File: src/hw/rtl/f2h_pkg.sv
// ----------------------------------------------------------------------------
// f2h_pkg: shared types and constants for the texel single-to-half encoder
// Channel classes, per-stage payload structs and conversion constants.
// ----------------------------------------------------------------------------
package f2h_pkg;

  localparam int unsigned NUM_CH    = 4;
  localparam int unsigned SGL_W     = 32;
  localparam int unsigned HALF_W    = 16;

  localparam logic [9:0]  EXP_SHIFT = 10'd112;        // single bias minus half bias
  localparam logic signed [9:0] SUB_LIMIT = -10'sd10;
  localparam logic signed [9:0] EXP_INF   = 10'sd31;
  localparam logic signed [9:0] SUB_SHIFT_BASE = 10'sd14;
  localparam logic [14:0] HALF_INF  = 15'h7c00;

  // result class of one channel
  typedef enum logic [1:0] {
    CLS_ZERO,
    CLS_SUB,
    CLS_NORM,
    CLS_INF
  } f2h_cls_t;

  // after decode
  typedef struct packed {
    logic       sign;
    f2h_cls_t   cls;
    logic [4:0] shamt;
    logic [4:0] exp;
    logic [23:0] mant;
  } f2h_dec_t;

  // after alignment
  typedef struct packed {
    logic       sign;
    f2h_cls_t   cls;
    logic [4:0] exp;
    logic [9:0] hm;
    logic       rnd;
  } f2h_shf_t;

endpackage

File: src/hw/rtl/f2h_decode.sv
// ----------------------------------------------------------------------------
// f2h_decode: stage 1 of one channel
// Rebias the exponent, classify the result and compute the subnormal shift.
// ----------------------------------------------------------------------------
module f2h_decode (
  input  logic                  clk,
  input  logic                  en,
  input  logic [31:0]           bits_in,
  output f2h_pkg::f2h_dec_t     dec_r
);
  import f2h_pkg::*;

  logic signed [9:0] e;
  f2h_dec_t          dec_nxt;

  always_comb begin
    e = $signed({2'b00, bits_in[30:23]} - EXP_SHIFT);
    dec_nxt.sign  = bits_in[31];
    dec_nxt.mant  = {1'b1, bits_in[22:0]};
    dec_nxt.exp   = e[4:0];
    dec_nxt.shamt = 5'(SUB_SHIFT_BASE - e);
    if (e < SUB_LIMIT) begin
      dec_nxt.cls = CLS_ZERO;
    end else if (e <= 10'sd0) begin
      dec_nxt.cls = CLS_SUB;
    end else if (e >= EXP_INF) begin
      dec_nxt.cls = CLS_INF;
    end else begin
      dec_nxt.cls = CLS_NORM;
    end
  end

  always_ff @(posedge clk) begin
    if (en) begin
      dec_r <= dec_nxt;
    end
  end

endmodule

File: src/hw/rtl/f2h_shift.sv
// ----------------------------------------------------------------------------
// f2h_shift: stage 2 of one channel
// Align the mantissa to the half format and pick the rounding bit.
// ----------------------------------------------------------------------------
module f2h_shift (
  input  logic                  clk,
  input  logic                  en,
  input  f2h_pkg::f2h_dec_t     dec_in,
  output f2h_pkg::f2h_shf_t     shf_r
);
  import f2h_pkg::*;

  logic [23:0] sub_hm;
  logic [23:0] sub_rb;
  f2h_shf_t    shf_nxt;

  always_comb begin
    sub_hm = dec_in.mant >> dec_in.shamt;
    sub_rb = dec_in.mant >> (dec_in.shamt - 5'd1);
    shf_nxt.sign = dec_in.sign;
    shf_nxt.cls  = dec_in.cls;
    shf_nxt.exp  = dec_in.exp;
    if (dec_in.cls == CLS_SUB) begin
      shf_nxt.hm  = sub_hm[9:0];
      shf_nxt.rnd = sub_rb[0];
    end else begin
      shf_nxt.hm  = dec_in.mant[22:13];
      shf_nxt.rnd = dec_in.mant[12];
    end
  end

  always_ff @(posedge clk) begin
    if (en) begin
      shf_r <= shf_nxt;
    end
  end

endmodule

File: src/hw/rtl/f2h_round.sv
// ----------------------------------------------------------------------------
// f2h_round: stage 3 of one channel
// Add the rounding bit and assemble the half-precision pattern.
// ----------------------------------------------------------------------------
module f2h_round (
  input  logic                  clk,
  input  logic                  en,
  input  f2h_pkg::f2h_shf_t     shf_in,
  output logic [15:0]           half_r
);
  import f2h_pkg::*;

  logic [14:0] mag;
  logic [15:0] half_nxt;

  always_comb begin
    // a mantissa carry runs into the exponent; exponent 30 carries to infinity
    case (shf_in.cls)
      CLS_ZERO: mag = 15'd0;
      CLS_SUB:  mag = {5'd0, shf_in.hm} + {14'd0, shf_in.rnd};
      CLS_NORM: mag = {shf_in.exp, shf_in.hm} + {14'd0, shf_in.rnd};
      CLS_INF:  mag = HALF_INF;
      default:  mag = HALF_INF;
    endcase
    half_nxt = {shf_in.sign, mag};
  end

  always_ff @(posedge clk) begin
    if (en) begin
      half_r <= half_nxt;
    end
  end

endmodule

File: src/hw/rtl/rgba_float_to_half_encoder.sv
// ----------------------------------------------------------------------------
// rgba_float_to_half_encoder: RGBA single-to-half texel encoder
// Each request passes the decode, align and round stage registers before out_tvalid.
// Throughput one texel per cycle while out_tready stays high; three stages: decode, align, round.
// Stalls back up stage by stage with no loss or repeat of requests.
// Synchronous active-low reset clears the stage valid bits only.
// ----------------------------------------------------------------------------
module rgba_float_to_half_encoder (
  input  logic          clk,
  input  logic          rst_n,
  input  logic          in_tvalid,
  output logic          in_tready,
  input  logic [127:0]  in_tdata,   // red_bits, green_bits, blue_bits, alpha_bits
  input  logic          in_tlast,   // last_texel
  output logic          out_tvalid,
  input  logic          out_tready,
  output logic [63:0]   out_tdata,  // red_half, green_half, blue_half, alpha_half
  output logic          out_tlast   // last_out
);
  import f2h_pkg::*;

  logic v1_r, v2_r, v3_r;
  logic v1_nxt, v2_nxt, v3_nxt;
  logic rdy1, rdy2, rdy3;
  logic last1_r, last2_r, last3_r;

  f2h_dec_t    dec_s [NUM_CH];
  f2h_shf_t    shf_s [NUM_CH];
  logic [15:0] half_s [NUM_CH];

  assign rdy3 = !v3_r || out_tready;
  assign rdy2 = !v2_r || rdy3;
  assign rdy1 = !v1_r || rdy2;
  assign in_tready = rdy1;

  // advance a stage when the next one frees up, otherwise hold
  always_comb begin
    v1_nxt = rdy1 ? in_tvalid : v1_r;
    v2_nxt = rdy2 ? v1_r : v2_r;
    v3_nxt = rdy3 ? v2_r : v3_r;
  end

  always_ff @(posedge clk) begin
    if (!rst_n) begin
      v1_r <= 1'b0;
      v2_r <= 1'b0;
      v3_r <= 1'b0;
    end else begin
      v1_r <= v1_nxt;
      v2_r <= v2_nxt;
      v3_r <= v3_nxt;
    end
  end

  always_ff @(posedge clk) begin
    if (rdy1) begin
      last1_r <= in_tlast;
    end
    if (rdy2) begin
      last2_r <= last1_r;
    end
    if (rdy3) begin
      last3_r <= last2_r;
    end
  end

  for (genvar c = 0; c < NUM_CH; c++) begin : g_ch
    f2h_decode u_decode (
      .clk     (clk),
      .en      (rdy1),
      .bits_in (in_tdata[c*SGL_W +: SGL_W]),
      .dec_r   (dec_s[c])
    );

    f2h_shift u_shift (
      .clk    (clk),
      .en     (rdy2),
      .dec_in (dec_s[c]),
      .shf_r  (shf_s[c])
    );

    f2h_round u_round (
      .clk    (clk),
      .en     (rdy3),
      .shf_in (shf_s[c]),
      .half_r (half_s[c])
    );

    assign out_tdata[c*HALF_W +: HALF_W] = half_s[c];
  end

  assign out_tvalid = v3_r;
  assign out_tlast  = last3_r;

`ifndef SYNTH
  a_accept_fills_s1: assert property (@(posedge clk) disable iff (!rst_n)
    (in_tvalid && in_tready) |=> v1_r)
    else $error("accepted request did not reach stage 1");

  a_s2_holds: assert property (@(posedge clk) disable iff (!rst_n)
    (v3_r && !out_tready && v2_r) |=> (v2_r && $stable(shf_s[0]) && $stable(last2_r)))
    else $error("stage 2 request changed during stall");

  a_s1_holds: assert property (@(posedge clk) disable iff (!rst_n)
    (v1_r && !rdy2) |=> (v1_r && $stable(dec_s[0]) && $stable(last1_r)))
    else $error("stage 1 request changed during stall");

  a_inf_decode: assert property (@(posedge clk) disable iff (!rst_n)
    (in_tvalid && in_tready && in_tdata[30:23] == 8'hff) |=> (dec_s[0].cls == CLS_INF))
    else $error("all-ones exponent not classed as infinity");
`endif

endmodule

File: config.mk
export PLATFORM = sky130hd
export DESIGN_NAME = rgba_float_to_half_encoder
export DESIGN_NICKNAME = d
export VERILOG_FILES = /design/src/hw/rtl/f2h_pkg.sv /design/src/hw/rtl/f2h_decode.sv /design/src/hw/rtl/f2h_shift.sv /design/src/hw/rtl/f2h_round.sv /design/src/hw/rtl/rgba_float_to_half_encoder.sv
export SDC_FILE = /design/constraint.sdc
export NUM_CORES = 1
export LEC_CHECK = 0
export ABC_AREA = 1
export BUFFER_PORTS_ARGS = -buffer_cell sky130_fd_sc_hd__buf_2
export CORE_MARGIN = 2
export CORE_UTILIZATION = 50
export DETAILED_ROUTE_END_ITERATION = 10
export HOLD_SLACK_MARGIN = 0.08
export PLACE_DENSITY = 0.79
export SYNTH_ARGS = -nofsm -noshare
export SYNTH_HDL_FRONTEND = slang
export SYNTH_HIERARCHICAL = 1
export SYNTH_SLANG_ARGS = --single-unit
File: constraint.sdc
create_clock -name clk -period 4.03 [get_ports clk]
set_clock_uncertainty 0.1 [all_clocks]
set_input_delay 0.403 -clock clk [delete_from_list [all_inputs] [get_ports clk]]
set_output_delay 0.403 -clock clk [all_outputs]
set_load 0.01 [all_outputs]
==> results of run 1 <==
## power groups by stage
stage          Clock [mW]  Sequential, mW  Combinational [mW]
6_report             2.73            3.76                1.54
5_1_grt              2.90            3.79                1.72
2_1_floorplan           0            3.79                1.01
4_1_cts              2.79            3.76                1.51
3_5_place_dp            0            3.82                1.42
3_3_place_gp            0            3.81                1.39
## state kept, by name (all words and copies together) (netlist names)
register	cells
v2_r	1
g_ch.u_shift/shf_r	76
out_tvalid	1
g_ch.u_decode/dec_r	140
last1_r	1
v1_r	1
out_tlast	1
g_ch.u_round/half_r	64
last2_r	1
## cell families after synthesis
| logic type | after synthesis | share of synthesized area, % |
|---|---|---|
| flip-flops | 286 | 49.64 |
| AO/OA/AOI/OAI | 164 | 5.617 |
| buffers and inverters | 269 | 7.279 |
| XOR/XNOR | 16 | 0.8128 |
| adder cells (fa/ha/maj) | 36 | 2.612 |
| AND/OR/NAND/NOR | 1274 | 33.95 |
| other | 4 | 0.08706 |
## how the worst max path moves through the flow
stage                                          end  slack (ns)  cells past startpoint
after floorplan           g_ch[0].u_shift/shf_r[0]        0.67                      2
after global placement    g_ch[1].u_shift/shf_r[0]        1.75                      9
after detailed placement  g_ch[1].u_shift/shf_r[0]        1.69                      9
after CTS                                in_tready        1.56                      2
after global routing      g_ch[1].u_shift/shf_r[0]        1.46                      9
final                                    in_tready        1.59                      2
## area by class of cell
cell class	count	area (sq um)
inverter	205	782.0
sequential	286	8558
multi-input combinational	1494	7457
tap	455	569.3
fill	2900	13670
antenna	5	12.51
timing repair buffer	328	2272
clock inverter	21	178.9
clock buffer	35	790.8
## per-layer routing
| layer | global-route usage, % | part of all wire (%) | up-vias |
|---|---|---|---|
| li1 | - | - | 7506 |
| met1 | 32.22 | 42 | 6925 |
| met2 | 39.64 | 46 | 808 |
| met3 | 3.523 | 8.2 | 127 |
| met4 | 8.736 | 3.7 | 0 |
| met5 | 0 | 0 | - |
## cells in the mapped netlist (all sizes together)
cell      n
a21oi    49
a22oi     5
a31oi     7
a32oi    15
and2      8
buf      63
clkbuf    1
clkinv   11
conb      4
dfxtp     3
edfxtp  283
ha       36
inv     194
nand2   695
nand3   355
nand3b    4
nand4    33
nor2    167
nor3      9
o211ai    4
o21a      4
o21ai    76
o22ai     4
or2       3
xnor2     8
xor2      8
## what timing repair did
action,in CTS,in global routing
buffers inserted,0,0
hold buffers,118,0
hold endpoints to repair,118,0
==> results list, run 1 <==
- The flow ran to the end, and the final reports show no timing, DRC or antenna violations.
- For this run, the number of Yosys warnings is 6.
* Layout cells sized above 1: 16.08%
- Commonest non-fill, non-tap cell in the layout: sky130_fd_sc_hd__nand2_1
- The final layout contains routed wiring with a total length of 43780 um.
- Entering global routing, the biggest net connects 80 pins.
- CTS-repair resized insts: 0
- The internal power of the cells totals 5.722 mW.
- Average instance area after synthesis: 8.415 sq um
* Placer's final routability congestion estimate: 1.051
- Remaining DRCs: 0
* Syn-to-layout area delta: 19.60%
* Minimum setup slack after placement: 1.694 ns
* Post-synthesis instance total: 2049
- Maximum clock frequency: 410.7 MHz
- Number of instances on the worst hold path: 2
- Share of Yosys cell area claimed by the top area cell type: 49.29%
- For the final routed database, the setup TNS stands at 0 ns.
- The slowest stage of the critical path belongs to the cell sky130_fd_sc_hd__dfxtp_1.
- Dividing the final minimum period by the clock period gives 60.43%.
- Leakage: 9.564 nW
- Global routing consumed, over all layers together, 23.97% of the routing resources.
- Per report_power, the combinational group accounts for 19.2% of the total.
- For this configuration, the core starts out at a cell density of 50.28%.
* Transition time at the pin with the least slew margin: 0.8655 ns
* Unique cell type count in the Yosys netlist: 43
- STA classifies the critical path startpoint as a register.
* Sequential fraction of the synthesis area: 49.64%
- Sequential cells account for 46.8% of the total power.
- IR analysis of the VDD net gives a maximum drop of 0.3661 mV.
- Nature of the critical path endpoint: output pin
* Average wire per cell in the routed design: 15.48 um
- Setup violations remaining at the end of the flow were counted as 0.
- TritonCTS built the clock tree.
- Req. time, crit path: 3.53 ns
- Area of the die: 35980 sq um
* Post-route worst hold slack: 0.1169 ns
- The number of global-route vias before repair came to 14180.
- Row generation in the floorplan step produced 68 rows.
* Clock buffer count from CTS: 31
* IO Count: 200
* Final hold vios: 0
* Worst min-delay path class: in -> reg
- Measured along the y axis, the die boundary spans 189.7 um.
- H-tree Lvls: 1
* Reported net switching power: 2.317 mW
- Including well taps, the total number of placed cells is 2650.
- The region available for standard cell placement spans 34290 sq um.
* GR Overflow Total: 0
- CP arrival: 1.93 ns
- The signal on the critical path passes through nand4_4, buf_2.
- Summing all placed instances gives a cell area of 18460 sq um.
* End of the worst register-to-register path: g_ch[1].u_shift/shf_r[0]
* Worst path setup slack after routing: 1.595 ns
* Nets: 2515
* Critical-path maximum fanout: 27
* Relative max-transition margin: 42.30%
- Ranked by total cell area, the synthesized netlist is headed by sky130_fd_sc_hd__edfxtp_1, sky130_fd_sc_hd__nand2_1, sky130_fd_sc_hd__nand3_1.
- The routed layout has 15370 vias.
* Maximum single-stage delay on the critical path: 0.50 ns
- Cell count of the worst reg-to-reg path: 9
* Biggest area consumer among synthesized cells: sky130_fd_sc_hd__edfxtp_1
- Number of slew-limit violations in the final report: 0
- Via-per-instance ratio: 5.432
- Setup repair after global routing missed its margin: false
* Crit path time final: 2.435 ns
- Type of the worst setup path: reg -> out
* Clk pwr share: 34.0%
- The path with the worst hold slack has its endpoint at g_ch[3].u_decode/dec_r[28].
- Max Cap Violations: 0
- For this design the ratio of total power to cell area is 389.8 nW/um^2.
- The number of antenna violations at the first check in global routing is 5.
- Setup crit start: out_tvalid
- Util after Layout: 60.14%
- Total power for the finished layout comes to 8.038 mW.
* CP top delay family: flip-flops
- For this run, the number of standard cells in the final layout without fillers is 2829.
* Top library cells by usage in the layout, fill and taps aside: sky130_fd_sc_hd__nand2_1, sky130_fd_sc_hd__nand3_1, sky130_fd_sc_hd__edfxtp_1
- Violation count after the first detailed-routing iteration: 1746
- Clock-pin transition on the worst setup and hold timing paths: 0.06 ns
- The first detailed-routing pass ran for 7 iterations.
* Buf/Inv on CP: 1
- Source-to-sink clock delay at the later pin of the worst-skew pair: 0.59 ns
* Hold wc startpoint: in_tdata[123]
* Die width: 189.7 um
* Post-route design area: 20620 sq um
- Clock tree synthesis found a total of 286 sinks.
* Sw frac: 28.82%
- The longest clock path from root to sink contains 3 buffers.
- Total standard cell area after synthesis: 17240 sq um
- The root buffer cell chosen for the clock tree is sky130_fd_sc_hd__clkbuf_16.
- Input/output buffers: 199
- Worst reg2reg path startpoint: g_ch[1].u_decode/dec_r[29]
- First-pass GRT wire length: 69970 um
- Yosys reg bits: 286
- Synthesized netlist net count: 2218
* Worst reg-to-reg setup slack: 1.66 ns
- HPWL reported at the end of detailed placement: 30820 um
- Post-detailed-route count of antenna-violating nets: 0
(Power assumes the default switching activity.)
==> inputs of run 2 (changes only) <==
- PLACE_DENSITY: 0.79 -> 0.76
- clock period: 4.03 -> 2.4 ns (I/O delays scaled with it)
==> run 2 against run 1 <==
Net effect: via count grew 1.2%; clock power rose by 84%; non-clock buffer count rose by 33; largest power group unchanged.
==> results list, run 2 (same netlist as run 1, synthesis figures left out) <==
- The flow ran to the end, and the final reports show no timing, DRC or antenna violations.
- CTS built an H-tree with a depth of 1.
- For this run, the post-layout net count is 2548.
- In this run the core area contains 68 standard-cell rows.
* Crit path time final: 2.311 ns
- Based on the critical path, the design can be clocked at up to 432.7 MHz.
- For this design the ratio of total power to cell area is 665.8 nW/um^2.
* Minimum setup slack after placement: 0.4664 ns
* Top library cells by usage in the layout, fill and taps aside: sky130_fd_sc_hd__nand2_1, sky130_fd_sc_hd__nand3_1, sky130_fd_sc_hd__edfxtp_1
* Syn-to-layout area delta: 22.10%
- The internal portion of the total power is 10.09 mW.
- Relative max-transition margin: 56.20%
- Once the floorplan was initialized, standard cells occupied 50.28% of the core.
- The die is 189.7 um wide.
* Post-CTS Setup Inserts: 0
- The share of total power dissipated in combinational logic is 19.2%.
- Of the total power, registers draw 44.9%.
- The first TritonRoute pass finished after 5 iterations.
- Number of slew-limit violations in the final report: 0
* Summed negative setup slack over all endpoints: 0 ns
* Input/output buffers: 199
- The worst setup path is captured at a register.
- The finished layout holds 2857 standard cells, fillers aside.
- In the final routed layout, each cell accounts on average for 15.96 um.
* Total number of clock tree sinks: 286
- TritonCTS built the clock tree.
- Final WL: 45580 um
- Vias after detailed routing: 15540
- Largest net degree at the start of global routing: 58
- In this run, the clock network consumes 35.8% of the power.
* Placed insts: 2674
- Leakage: 9.788 nW
- The number of antenna violations at the first check in global routing was 1.
- Req. time, crit path: 2.63 ns
- In this run the worst hold path is classified as in -> reg.
- Via-per-instance ratio: 5.440
- Final hold vios: 0
- In the finished design, the share of the clock period the worst path needs comes to 96.28%.
- In the routed design, unresolved DRC markers number 0.
- The library cell used most frequently in the layout, excluding fill and tap cells, is sky130_fd_sc_hd__nand2_1.
- Violation count after the first detailed-routing iteration: 1501
- The largest registers in the layout are g_ch.u_decode/dec_r (140), g_ch.u_shift/shf_r (76), g_ch.u_round/half_r (64).
* Source-to-sink clock delay at the later pin of the worst-skew pair: 0.58 ns
* Area of the core: 34290 sq um
- Clock-pin slew was measured on the worst setup and hold paths at 0.06 ns.
- STA classifies the critical path startpoint as an input port.
* Util after Layout: 61.40%
- Counting flops per register, the top entry is g_ch.u_decode/dec_r.
* Worst path setup slack after routing: 0.08918 ns
* Post-detailed-route count of antenna-violating nets: 0
- Clock buffer count from CTS: 31
- Global routing used 25.27% of the available tracks across all layers.
- CTS placed an instance of sky130_fd_sc_hd__clkbuf_16 at the clock tree root.
* Area of the die: 35980 sq um
- The HPWL after detailed placement is 32100 um.
- Maximum clock path buffer count: 3
- IO Count: 200
* Max Cap Violations: 0
* Max FFs per register: 140
- Placer's final routability congestion estimate: 0.9354
- Vias in the first global route: 14630
- Summed over all layers, the global routing overflow is 0.
* Vert. Die Dim: 189.7 um
- For the pin with the worst max-slew slack, the measured transition is 0.6557 ns.
- Data arrives at the worst endpoint at 2.54 ns.
- Type of the worst setup path: in -> reg
- Along the worst path, the maximum fanout reaches 8.
* Sw frac: 28.04%
- First-pass GRT wire length: 73330 um
* Final-report setup violation count: 0
- The worst-case IR drop observed on VDD is 0.6690 mV.
- The post-route netlist has 17.28% of its cells at a drive strength greater than 1.
- Reported net switching power: 3.930 mW
==> run 2: final timing paths <==
path                               from                    endpoint  slack, ns  cells past startpoint
max                        in_tdata[59]  g_ch[1].u_decode/dec_r[35]       0.09                      9
min                        in_tdata[61]  g_ch[1].u_decode/dec_r[34]       0.12                      5
max reg2reg                        v2_r                        v1_r       0.23                      4
min reg2reg  g_ch[1].u_decode/dec_r[28]   g_ch[1].u_shift/shf_r[15]       0.32                      0
==> run 2: worst max-delay path: stages <==
cell	delay [ns]
sky130_fd_sc_hd__dlygate4sd3_1	0.54
sky130_fd_sc_hd__buf_4	0.17
sky130_fd_sc_hd__ha_2	0.20
sky130_fd_sc_hd__nand2_2	0.11
sky130_fd_sc_hd__nand2_1	0.06
sky130_fd_sc_hd__dlygate4sd3_1	0.55
sky130_fd_sc_hd__nand2_1	0.09
sky130_fd_sc_hd__dlygate4sd3_1	0.55
sky130_fd_sc_hd__inv_1	0.04
==> run 2: layout make-up <==
class | instances | area [sq um]
fillers | 2972 | 13240
multi-input cells | 1494 | 7462
clock inverters | 23 | 296.5
repair buffers | 361 | 2595
flip-flops and latches | 286 | 8564
well taps | 455 | 569.3
inverters | 205 | 782.0
diodes | 1 | 2.502
clock buffers | 32 | 779.5
==> run 2: power by group through the flow <==
stage / Combinational (mW) / Clock (mW) / Sequential (mW)
after CTS: 2.64 / 5.12 / 6.30
after global placement: 2.43 / 0 / 6.39
after global routing: 3.00 / 5.36 / 6.34
after detailed placement: 2.47 / 0 / 6.40
final: 2.70 / 5.02 / 6.30
after floorplan: 1.70 / 0 / 6.36
==> run 2: what timing repair did <==
| item | 4_1_cts | 5_1_grt |
|---|---|---|
| hold buffers | 127 | 0 |
| endpoints found under the hold margin | 143 | 0 |
| resized for setup | 0 | 4 |
| endpoints found under the setup margin | 0 | 1 |
==> run 2: metal layers <==
layer	global-route usage, %	part of all wire, %	wire (um)	up-vias
met5	0	0.026	12	-
met4	7.901	2.6	1187	2
met3	3.874	7.7	3518	98
met2	42.90	48	21950	663
met1	33.46	41	18910	7202
li1	-	-	-	7578
==> run 2: through the flow <==
step           instance area, sq um  hold slack [ns]  total power [mW]
5_1_grt                       21050           0.1420             14.70
4_1_cts                       21040          0.08657             14.06
3_5_place_dp                  18690           0.3045             8.862
6_report                      21050           0.1171             14.02
3_3_place_gp                  18690           0.3015             8.817
2_1_floorplan                 17260           0.2389             8.058
==> inputs of run 3 (changes only) <==
- ABC_AREA: 1 -> default
==> run 3 against run 2 <==
Net effect: sequential power up 3%; non-clock buffer count up 26; combinational power up 11%; largest cell class unchanged; clock power down 10%; critical path depth down 3; via count down 13%.
==> results list, run 3 <==
* Average instance area after synthesis: 12.59 sq um
* Vias in the first global route: 13330
- Final hold vios: 0
- Sequential fraction of the synthesis area: 48.47%
- Number of standard cells in the layout, taps in and fillers out: 2229
* Source-to-sink clock delay at the later pin of the worst-skew pair: 0.57 ns
- Area of the die: 36830 sq um
- Clock-pin transition on the worst setup and hold timing paths: 0.06 ns
- Across every metal layer, demand over resource in global routing totals 24.15%.
- The worst setup path is captured at a register.
- In this run the horizontal extent of the chip is 191.9 um.
* Share of Yosys cell area claimed by the top area cell type: 48.13%
* Top library cells by usage in the layout, fill and taps aside: sky130_fd_sc_hd__edfxtp_1, sky130_fd_sc_hd__buf_2, sky130_fd_sc_hd__dlygate4sd3_1
- Setup repair after global routing could not meet its margin everywhere.
- Transition time at the pin with the least slew margin: 0.7346 ns
* Initial DRT Pass Iterations: 6
- Total power per unit cell area: 645.1 nW/um^2
- Total number of clock tree sinks: 286
- Max Cap Violations: 0
* Vert. Die Dim: 191.9 um
* Area used by multi-input combinational logic: 8467 sq um
- Violation count after the first detailed-routing iteration: 1183
* First-pass GRT wire length: 70180 um
- Most frequently used cell type in the post-synthesis netlist: sky130_fd_sc_hd__edfxtp_1
- Warning count from the yosys run: 6
- Syn-to-layout area delta: 22.88%
* Commonest non-fill, non-tap cell in the layout: sky130_fd_sc_hd__edfxtp_1
- Worst path setup slack after routing: 0.03739 ns
* Remaining DRCs: 0
- Register containing the most flip-flops in the final layout: g_ch.u_decode/dec_r
- Hold wc startpoint: in_tdata[124]
- Req. time, crit path: 2.62 ns
- Worst reg2reg path startpoint: g_ch[0].u_decode/dec_r[29]
- In the synthesized netlist the async set-or-reset flop fraction comes to 0%.
- HPWL reported at the end of detailed placement: 29930 um
- Max FFs per register: 140
- With fillers left out, the area of the finished cells amounts to 21700 sq um.
- Total standard cell area after synthesis: 17660 sq um
- 200 I/O pins were placed.
- Row count: 68
* Crit path time final: 2.363 ns
- Maximum clock path buffer count: 3
* Synthesized netlist net count: 1571
* Post-synthesis instance total: 1402
* Placed insts: 2030
* Crit start category: register
- CP arrival: 2.58 ns
* Final-report setup violation count: 0
- Setup crit start: g_ch[0].u_decode/dec_r[29]
- Via-per-instance ratio: 6.048
- Maximum clock frequency: 423.3 MHz
* Largest net degree at the start of global routing: 78
- In the synthesized netlist the dominant register cell turns out to be sky130_fd_sc_hd__edfxtp_1.
- Worst vdd rail ir drop: 0.6551 mV
- Input/output buffers: 199
- H-tree Lvls: 1
- Type of the worst setup path: reg -> reg
- Leading cell types by total area after synthesis: sky130_fd_sc_hd__edfxtp_1, sky130_fd_sc_hd__mux4_2, sky130_fd_sc_hd__mux4_1
* Final WL: 44890 um
- Placer's final routability congestion estimate: 0.9751
- After synthesis, the netlist uses 74 different library cells.
* Nets: 1914
* Biggest area consumer among synthesized cells: sky130_fd_sc_hd__edfxtp_1
* Number of slew-limit violations in the final report: 0
- For this block, the via count after detailed routing is 13480.
- The commonest cells after synthesis are sky130_fd_sc_hd__edfxtp_1, sky130_fd_sc_hd__nor2_1, sky130_fd_sc_hd__nand2_1, sky130_fd_sc_hd__mux4_2, sky130_fd_sc_hd__a21oi_1.
- Worst min-delay path class: in -> reg
- Relative max-transition margin: 50.68%
* Root buffer selected by CTS: sky130_fd_sc_hd__clkbuf_16
- The analysis attributes to cell leakage a power of 8.386 nW.
- The flow ran to the end, and the final reports show no timing, DRC or antenna violations.
- In this run, post-CTS repair resized a total of 0 instances.
- The number of antenna violations at the first check in global routing was 4.
- Hold timing on the final database bottoms out at a slack of 0.2492 ns.
- Util after Layout: 62.65%
- Critical-path maximum fanout: 6
- In this run, synthesis produced a sequential element count of 286.
- In this run the remaining antenna-violating nets after routing total 0.
* Portion of the clock cycle consumed by the worst path in the final layout: 98.44%
* GR Overflow Total: 0
* Minimum setup slack after placement: 0.08472 ns
- Filler cell count in the final layout: 2635
* Average wire per cell in the routed design: 20.14 um
- Of the cells placed in the final design, the portion with a size suffix greater than 1 is 26.78%.
- Cell Area, Placed: 19350 sq um
* Initial Utilization: 50.99%
- Area of the core: 34630 sq um
- In the final layout, the registers with the most flip-flops are g_ch.u_decode/dec_r (140), g_ch.u_shift/shf_r (76), g_ch.u_round/half_r (64).
* Clock buffer count from CTS: 31
- TritonCTS built the clock tree.
- In the final layout, flip-flops and latches occupy 8559 sq um.
* Number of enable flip-flop cells after synthesis: 283
[run 3: kinds of logic (layout without fill, tap and decap cells)]
kind of cell    count (synthesis)  count (layout)  share of synthesized area, %
compound gates                265             265                         10.23
xor+xnor                       72              72                         3.572
fa+ha+maj                      40              40                         2.778
buf+inv                       128             496                         3.855
flops                         286             286                         48.47
mux                           181             181                         17.49
other cells                     4               8                       0.08502
simple gates                  426             426                         13.51
[run 3: layer usage]
metal	GRT usage [%]	wire length, um	up-vias
met5	0	0	-
met4	11.89	2189	0
met3	4.093	3711	169
met2	40.25	21760	702
met1	30.56	17230	6459
li1	-	-	6152
[run 3: per-stage QoR]
step	power, mW	TNS (ns)
after detailed placement	9.336	0
final	14.00	0
after global routing	14.60	-0.09685
after CTS	14.04	0
after global placement	9.278	0
after floorplan	8.408	-117.02
[run 3: path summary, 6_finish.rpt]
check | to | slack, ns | depth (start not counted)
max reg2reg | g_ch[0].u_shift/shf_r[0] | 0.04 | 6
max | g_ch[0].u_shift/shf_r[0] | 0.04 | 6
min reg2reg | g_ch[2].u_shift/shf_r[15] | 0.31 | 0
min | g_ch[3].u_decode/dec_r[34] | 0.25 | 5
[run 3: worst max-delay path, stage by stage, from the launching register on]
cell and delay [ns]:
sky130_fd_sc_hd__edfxtp_1 0.42, sky130_fd_sc_hd__inv_4 0.06, sky130_fd_sc_hd__ha_4 0.30, sky130_fd_sc_hd__mux4_2 0.50
sky130_fd_sc_hd__mux2_2 0.28, sky130_fd_sc_hd__a222oi_1 0.34, sky130_fd_sc_hd__a21oi_1 0.10
[run 3: where the power goes]
| group | internal [mW] | leakage, nW | switching, mW |
|---|---|---|---|
| clock | 2.57 | 0.468 | 1.94 |
| combinational | 1.50 | 4.84 | 1.49 |
| sequential | 6.05 | 3.08 | 0.440 |
| total | 10.1 | 8.39 | 3.87 |
[run 3: final cells by class]
| type | instances | area share, % |
|---|---|---|
| inverter | 51 | 0.9285 |
| clock buffer | 37 | 3.679 |
| clock inverter | 21 | 0.7151 |
| antenna | 4 | 0.04614 |
| sequential | 286 | 39.45 |
| multi-input combinational | 988 | 39.03 |
| tap | 455 | 2.624 |
| timing repair buffer | 387 | 13.53 |
[run 3: what timing repair did]
action,CTS,global route
setup endpoints to repair,0,4
endpoints found under the hold margin,142,0
setup buffers,0,2
hold buffers,134,0
